--- src/mbg_pkg.sv ---
// Shared package for the maze backtracker generator: sizes, codes, payload structs
// and the small arithmetic helper used by the sequencer.
// No dependencies.
package mbg_pkg;

    // Largest maze side the design is built for; coordinates never exceed 5 bits.
    localparam int MAX_SIDE    = 32;
    localparam int SIDE_CAP    = (MAX_SIDE < 32) ? MAX_SIDE : 32;
    localparam int COORD_W     = 5;
    localparam int ADDR_W      = 2 * COORD_W;
    localparam int STORE_DEPTH = 1 << ADDR_W;
    localparam int COUNT_W     = ADDR_W + 1;
    localparam int SIZE_W      = 6;
    localparam int FLAGS_W     = 5;
    localparam int RND_W       = 16;
    localparam int APB_ADDR_W  = 3;
    localparam int APB_DATA_W  = 32;

    // Transaction action codes.
    localparam logic [1:0] ACT_START = 2'd0;
    localparam logic [1:0] ACT_STEP  = 2'd1;
    localparam logic [1:0] ACT_READ  = 2'd2;

    // Step result kinds.
    localparam logic [1:0] KIND_NONE  = 2'd0;
    localparam logic [1:0] KIND_CARVE = 2'd1;
    localparam logic [1:0] KIND_POP   = 2'd2;

    // Directions, also the order in which neighbors are gathered.
    localparam logic [1:0] DIR_N = 2'd0;
    localparam logic [1:0] DIR_E = 2'd1;
    localparam logic [1:0] DIR_S = 2'd2;
    localparam logic [1:0] DIR_W = 2'd3;

    // Cell flags: bit 0 visited, bits 1..4 passages N, E, S, W.
    localparam logic [FLAGS_W-1:0] FLAG_VISITED = 5'b00001;
    localparam logic [FLAGS_W-1:0] FLAG_N       = 5'b00010;

    // Configuration register selects (APB address bit 2).
    localparam logic REG_WIDTH  = 1'b0;
    localparam logic REG_HEIGHT = 1'b1;

    typedef struct packed {
        logic [1:0]         action;
        logic [COORD_W-1:0] cell_x;
        logic [COORD_W-1:0] cell_y;
        logic [RND_W-1:0]   random_value;
    } item_t;

    typedef struct packed {
        logic [COORD_W-1:0] top_x;
        logic [COORD_W-1:0] top_y;
        logic [1:0]         step_kind;
        logic [1:0]         carved_dir;
        logic               done_res;
        logic [COUNT_W-1:0] visited_count;
        logic [FLAGS_W-1:0] cell_flags;
    } result_t;

    // Effective maze size and cell count.
    typedef struct packed {
        logic [SIZE_W-1:0]  w_eff;
        logic [SIZE_W-1:0]  h_eff;
        logic [COUNT_W-1:0] area;
    } cfg_t;

    // Cell store access request.
    typedef struct packed {
        logic               en;
        logic               we;
        logic               clear;
        logic [ADDR_W-1:0]  addr;
        logic [FLAGS_W-1:0] wdata;
    } cs_cmd_t;

    // Path stack request.
    typedef struct packed {
        logic              start;
        logic              push;
        logic              pop;
        logic [ADDR_W-1:0] addr;
    } stk_cmd_t;

    typedef struct packed {
        logic [COUNT_W-1:0] depth;
        logic [ADDR_W-1:0]  top;
    } stk_stat_t;

    // Remainder by three: base-4 digits all weigh one modulo three.
    function automatic logic [1:0] mod3(input logic [RND_W-1:0] v);
        logic [4:0] s;
        logic [2:0] t;
        s = '0;
        for (int k = 0; k < RND_W / 2; k++) begin
            s = s + 5'(v[2*k +: 2]);
        end
        t = 3'(s[4]) + 3'(s[3:2]) + 3'(s[1:0]);
        if (t >= 3'd6) begin
            t = t - 3'd6;
        end else if (t >= 3'd3) begin
            t = t - 3'd3;
        end
        return t[1:0];
    endfunction

endpackage

--- src/mbg_apb_regs.sv ---
// APB configuration registers for the maze size, with the effective size and area.
// Depends on mbg_pkg.
module mbg_apb_regs (
    input  logic                             clk,
    input  logic                             rst_n,
    input  logic                             psel,
    input  logic                             penable,
    input  logic                             pwrite,
    input  logic [mbg_pkg::APB_ADDR_W-1:0]   paddr,
    input  logic [mbg_pkg::APB_DATA_W-1:0]   pwdata,
    output logic [mbg_pkg::APB_DATA_W-1:0]   prdata,
    output logic                             pready,
    output mbg_pkg::cfg_t                    cfg
);

    logic [mbg_pkg::SIZE_W-1:0] width_reg;
    logic [mbg_pkg::SIZE_W-1:0] height_reg;
    logic                       wr_en;
    logic                       reg_sel;
    logic [2*mbg_pkg::SIZE_W-1:0] area_full;

    // Zero acts as one, anything above the cap acts as the cap.
    function automatic logic [mbg_pkg::SIZE_W-1:0] eff_side(
        input logic [mbg_pkg::SIZE_W-1:0] r
    );
        logic [mbg_pkg::SIZE_W-1:0] e;
        e = r;
        if (r == '0) begin
            e = mbg_pkg::SIZE_W'(1);
        end else if (r > mbg_pkg::SIZE_W'(mbg_pkg::SIDE_CAP)) begin
            e = mbg_pkg::SIZE_W'(mbg_pkg::SIDE_CAP);
        end
        return e;
    endfunction

    assign wr_en   = psel && penable && pwrite;
    assign reg_sel = paddr[2];
    assign pready  = 1'b1;

    // Register writes complete in the access phase.
    always_ff @(posedge clk or negedge rst_n)
    begin
        if (!rst_n)
        begin
            width_reg  <= mbg_pkg::SIZE_W'(8);
            height_reg <= mbg_pkg::SIZE_W'(8);
        end
        else if (wr_en)
        begin
            if (reg_sel == mbg_pkg::REG_WIDTH)
            begin
                width_reg <= pwdata[mbg_pkg::SIZE_W-1:0];
            end
            else
            begin
                height_reg <= pwdata[mbg_pkg::SIZE_W-1:0];
            end
        end
    end

    // Read data is the raw register value.
    assign prdata = (reg_sel == mbg_pkg::REG_HEIGHT) ?
                    mbg_pkg::APB_DATA_W'(height_reg) : mbg_pkg::APB_DATA_W'(width_reg);

    // Effective size and total cell count.
    always_comb
    begin
        cfg.w_eff = eff_side(width_reg);
        cfg.h_eff = eff_side(height_reg);
        area_full = (2*mbg_pkg::SIZE_W)'(cfg.w_eff) * (2*mbg_pkg::SIZE_W)'(cfg.h_eff);
        cfg.area  = area_full[mbg_pkg::COUNT_W-1:0];
    end

endmodule

--- config.mk ---
export PLATFORM = sky130hd
export DESIGN_NAME = mbg_apb_regs
export DESIGN_NICKNAME = d
export VERILOG_FILES = /design/src/mbg_pkg.sv /design/src/mbg_apb_regs.sv
export SDC_FILE = /design/constraint.sdc
export NUM_CORES = 1
export LEC_CHECK = 0
export BUFFER_PORTS_ARGS = -buffer_cell sky130_fd_sc_hd__buf_2
export CORE_UTILIZATION = 50
export DETAILED_ROUTE_END_ITERATION = 10
export GPL_TIMING_DRIVEN = 0
export PLACE_DENSITY = 0.94
export REMOVE_ABC_BUFFERS = 1
export SYNTH_ARGS = -nofsm -noshare
export SYNTH_HDL_FRONTEND = slang
export SYNTH_SLANG_ARGS = --single-unit
--- constraint.sdc ---
create_clock -name clk -period 6.68 [get_ports clk]
set_input_delay 0.334 -clock clk [delete_from_list [all_inputs] [get_ports clk]]
set_output_delay 0.334 -clock clk [all_outputs]
set_load 0.005 [all_outputs]
# After elaboration in Yosys (flattened, before gate mapping)
# Index checks and enable logic that the tools add are counted.
# op_classes
multipliers,1
order_cmp,2
mux,5
bitwise_logic,1
reduce_logical,6
# ops
cell,n
2-to-1 mux 6 bit,5
> comparator 6 bit (second input constant),2
logical NOT 6 bit,2
multiplier 6 x 6 -> 11 bit,1
AND reduction 2 bit,2
logical AND 1 bit,2
inverter 1 bit,1
# totals
regBits,12
inputBits,40
output_inout_bits,56
elab_cells,17

# Logic depth before layout (Yosys ltp)
# logic_depth
ltp_word,4
depth_mapped,16

# Worst setup path before layout
# Ideal clock, no wire load.
# synth_path
path_kind,register to output
from,reg width_reg[4] in the netlist's numbering
to,out cfg[9] in the netlist's numbering
arrival_ns,3.781
required_time_ns,6.346
slack_ns,2.565
stages_incl_launch_ff,15
n_path_buf,0
path_cell_list,dfrtp_1 nor4_1 nor2_1 or2_1 inv_2 nand2_1 fa_1 fa_1 fa_1 inv_1 ha_1 nor2b_1 o21a_1 o21a_1 o311ai_1
# synth_lines
element,line_no,source
"start, declared",mbg_apb_regs.sv:16,logic [mbg_pkg::SIZE_W-1:0] width_reg;
"start signal, assigned",mbg_apb_regs.sv:45,width_reg <= mbg_pkg::SIZE_W'(8);
"start signal, assigned",mbg_apb_regs.sv:52,width_reg <= pwdata[mbg_pkg::SIZE_W-1:0];
"end, declared",mbg_apb_regs.sv:13,output mbg_pkg::cfg_t cfg

==> flow_results.org <==
** Status
- The flow ran to the end, and the final reports show no timing, DRC or antenna violations.

** Die
- The total area inside the core boundary comes to 0.003468 sq mm.
- Overall die width :: 63.39 um
- The die covers 0.004018 sq mm.
- Placement row count :: 21
- The floorplan step set the die height to 63.39 um.
- For this design the top-level I/O count stands at 96.
- For this configuration, the core starts out at a cell density of 0.5433.

** Drt
- Routed len/inst :: 13.10 um
- In the routed design, unresolved DRC markers number 0.
- After detailed routing, the wire length on met1 is 1407 um.
- The highest metal layer carrying signal wires in the routed design is met4.
- Routed wire length :: 3787 um
- The count of nets left with antenna violations once routing finished came out at 0.
- Met2 wire length :: 2063 um
- Summed over all nets, wire length on met3 after detailed routing comes to 231 um.
- The first detailed-routing pass took 4 iterations.
- Vias per std cell :: 4.983
- In this run, the number of DRC markers left after iteration 0 of detailed routing was 49.
- Across all layers, the routed design uses 1440 vias.

** Worst setup path
- The signal on the critical path passes through nor4_1, nor2_1, or2_1, inv_2, nand2_1, fa_1, fa_1, fa_1, inv_1, ha_1, nor2b_1, o21a_1, o21a_1, o311ai_1, buf_2.
- Kind of end point of the critical path :: primary output
- Cells on worst reg2reg path :: 1
- Worst path required time :: 6350 ps
- Dominant cell type by count on the critical path :: fa_1
- In this run the critical register-to-register path is launched from height_reg[5].
- The setup path with the least slack is of type register to primary output.
- CP Launch Type :: register
- Along the worst path, the maximum fanout reaches 5.
- Data on the critical path arrives at its endpoint at 4450 ps.
- The endpoint identified for the worst register-to-register timing path is height_reg[5].
- Number of buffers and inverters on the critical path :: 3
- On the critical path, the stage with the largest delay is an instance of fa_1.
- Largest delay contributor family on the critical path :: adder cells
- The setup check on the worst reg-to-reg path leaves a slack of 5720 ps.
- For this run, the slowest stage of the critical path takes 560 ps.

** STA
- The number of hold-slack violations in the final timing report is 0.
- For the finished layout, the period the worst path requires is 4784 ps.
- Number of max-slew violations in the final report :: 0
- Setup TNS :: 0 ps
- Timing would allow up to 209.0 MHz.
- Setup repair after global routing left no endpoint under its margin.
- Setup violations remaining at the end of the flow were counted as 0.
- Of the available clock period, the critical path in the final layout requires 0.7162.
- Across the routed clock network, the largest skew measured is 0 ps.

** Yosys
- Top-count cell post-synth :: buf_4
- Synthesis produced 209 cells.
- In the synthesized netlist the async set-or-reset flop fraction comes to 1.000.
- Proportion of netlist area held by the largest area contributor :: 0.1700
- Synth Register Bits :: 12
- In the post-synthesis netlist, the biggest area contributors are fa_1 (17%), dfrtp_1 (13%), ha_1 (13%).
- Mean instance size in the synthesized netlist :: 9.016 sq um
- Post-synth EDFFs :: 0
- Yosys warning total :: 0
- After synthesis, the netlist uses 32 different library cells.
- The most used flip-flop cell after synthesis is dfrtp_1.
- Synth cell count leaders :: buf_4 (27), inv_1 (24), ha_1 (19), nand2_1 (19), mux2_2 (18)
- Of the synthesized area, sequential elements account for 0.1607.
- The mapped netlist covers 0.001884 sq mm.
- Largest area contributor in the netlist :: fa_1

** Layout
- The number of antenna diodes in the final layout is 0.
- The filler cells instantiated in the layout total 316.
- Number of nets in the layout :: 319
- Total non-filler cell area in the finished layout :: 0.002062 sq mm
- Final core utilization :: 0.5945
- Layout overhead on the synthesized area :: 9.429%
- Area of all sequential standard cells :: 302.8 sq um
- Combined area of the multi-input logic cells :: 0.001339 sq mm
- Proportion of layout cells with a drive suffix above 1 :: 0.2840

** Hold path
- Startpoint of the tightest hold check path :: pwdata[2]
- The path with the worst hold slack has its endpoint at height_reg[2].
- Hold depth :: 2
- Worst min-delay path category :: input pin to register

** Clocking
- TritonCTS built the clock tree.
- Setup Buffers After CTS :: 0
- The clock passes through at most 2 buffers.
- CTS saw 12 sinks.
- Source-to-sink clock delay at the later pin of the worst-skew pair :: 240 ps
- Level count of the clock H-tree :: 1
- Clock-pin slew reported for the worst setup and hold paths after clock tree synthesis :: 50 ps
- The root buffer cell chosen for the clock tree is clkbuf_8.
- The number of clock buffers added by TritonCTS is 3.

** Job
- Maximum Capacitance Violations :: 0

** Power
- Across the VDD grid, the largest voltage drop is 0.2195 mV.
- Final Total Pwr :: 0.0005460 W
- In this run the static leakage power is 1.151 nW.
- Power Dens Cells :: 264.8 mW/mm^2

** Global routing
- The initial antenna violation count is 0.
- Vias in the first global route :: 1467
- Pin count of the biggest net entering global routing :: 15
- In the global route stage, overall resource usage came out at 0.1971.
- Global routing finished with a remaining overflow of 0.
- Global-route wire length before repair :: 6334 um

** Placement
- Total placed instance area :: 0.001997 sq mm
- Summed over all nets, the half-perimeter wirelength after detailed placement is 3102 um.
- Global placement routability congestion :: 0.8359
- Input and output buffers added on the ports amount to 40.
-- area by class of cell --
class	count	share of cell area
repair buffers	41	0.1019
clock buffers	4	0.02670
well taps	46	0.02791
multi-input cells	160	0.6493
flip-flops and latches	12	0.1468
inverters	26	0.04733
-- how the worst max path moves through the flow --
stage,from,to,slack (ps),cells past startpoint
after global placement,width_reg[4],cfg[9],2280,15
final,width_reg[4],cfg[9],1900,15
after global routing,width_reg[4],cfg[9],1680,15
after floorplan,width_reg[4],cfg[9],2560,14
after detailed placement,width_reg[4],cfg[9],2160,15
after CTS,width_reg[4],cfg[9],1880,15
-- cells by family (layout without fill, tap and decap cells) --
family,Yosys count,after routing,share of synthesized area
other,2,27,0.003986
AND/OR/NAND/NOR,62,62,0.1740
XOR/XNOR,7,7,0.03254
flip-flops,12,12,0.1607
adder cells (fa/ha/maj),35,35,0.2962
multiplexers,18,18,0.1076
AO/OA/AOI/OAI,11,11,0.04648
buffers and inverters,62,71,0.1786
-- metal layers --
metal	global-route usage	vias up
met2	0.3923	71
met5	0	-
met1	0.2034	681
met3	0.02536	13
met4	0.07386	0
li1	-	675
-- power breakdown --
part           switching [W]  internal, W  leakage (nW)
sequential         0.0000235    0.0000909         0.141
clock              0.0000269    0.0000521        0.0288
combinational       0.000185     0.000168         0.981
total               0.000235     0.000311          1.15
-- per-stage QoR --
stage,instances,hold WS (ps),setup WS [ps]
3_5_place_dp,284,221.7,2159
3_3_place_gp,284,216.7,2276
4_1_cts,289,346.1,1881
6_report,289,348.7,1896
2_1_floorplan,198,38.41,2563
5_1_grt,289,348.3,1681
-- timing repair --
action                    4_1_cts  5_1_grt
hold endpoints to repair       10        0
hold buffers                    1        0
resized for setup               0        0
-- layout by cell type (no fill, tap or decap), drive strengths merged --
| master | count |
|---|---|
| a21o | 2 |
| a21oi | 2 |
| a221oi | 2 |
| and2 | 13 |
| and2b | 3 |
| and3 | 1 |
| buf | 40 |
| clkbuf | 4 |
| conb | 27 |
| dfrtp | 10 |
| dfstp | 2 |
| dlygate4sd3 | 1 |
| fa | 16 |
| ha | 19 |
| inv | 26 |
| mux2 | 18 |
| nand2 | 19 |
| nand2b | 3 |
| nand4 | 1 |
| nand4b | 1 |
| nor2 | 10 |
| nor2b | 6 |
| nor3 | 1 |
| nor4 | 2 |
| o211ai | 1 |
| o21a | 3 |
| o311ai | 1 |
| or2 | 2 |
| xnor2 | 6 |
| xor2 | 1 |
Power figures use the tool's default switching activity.
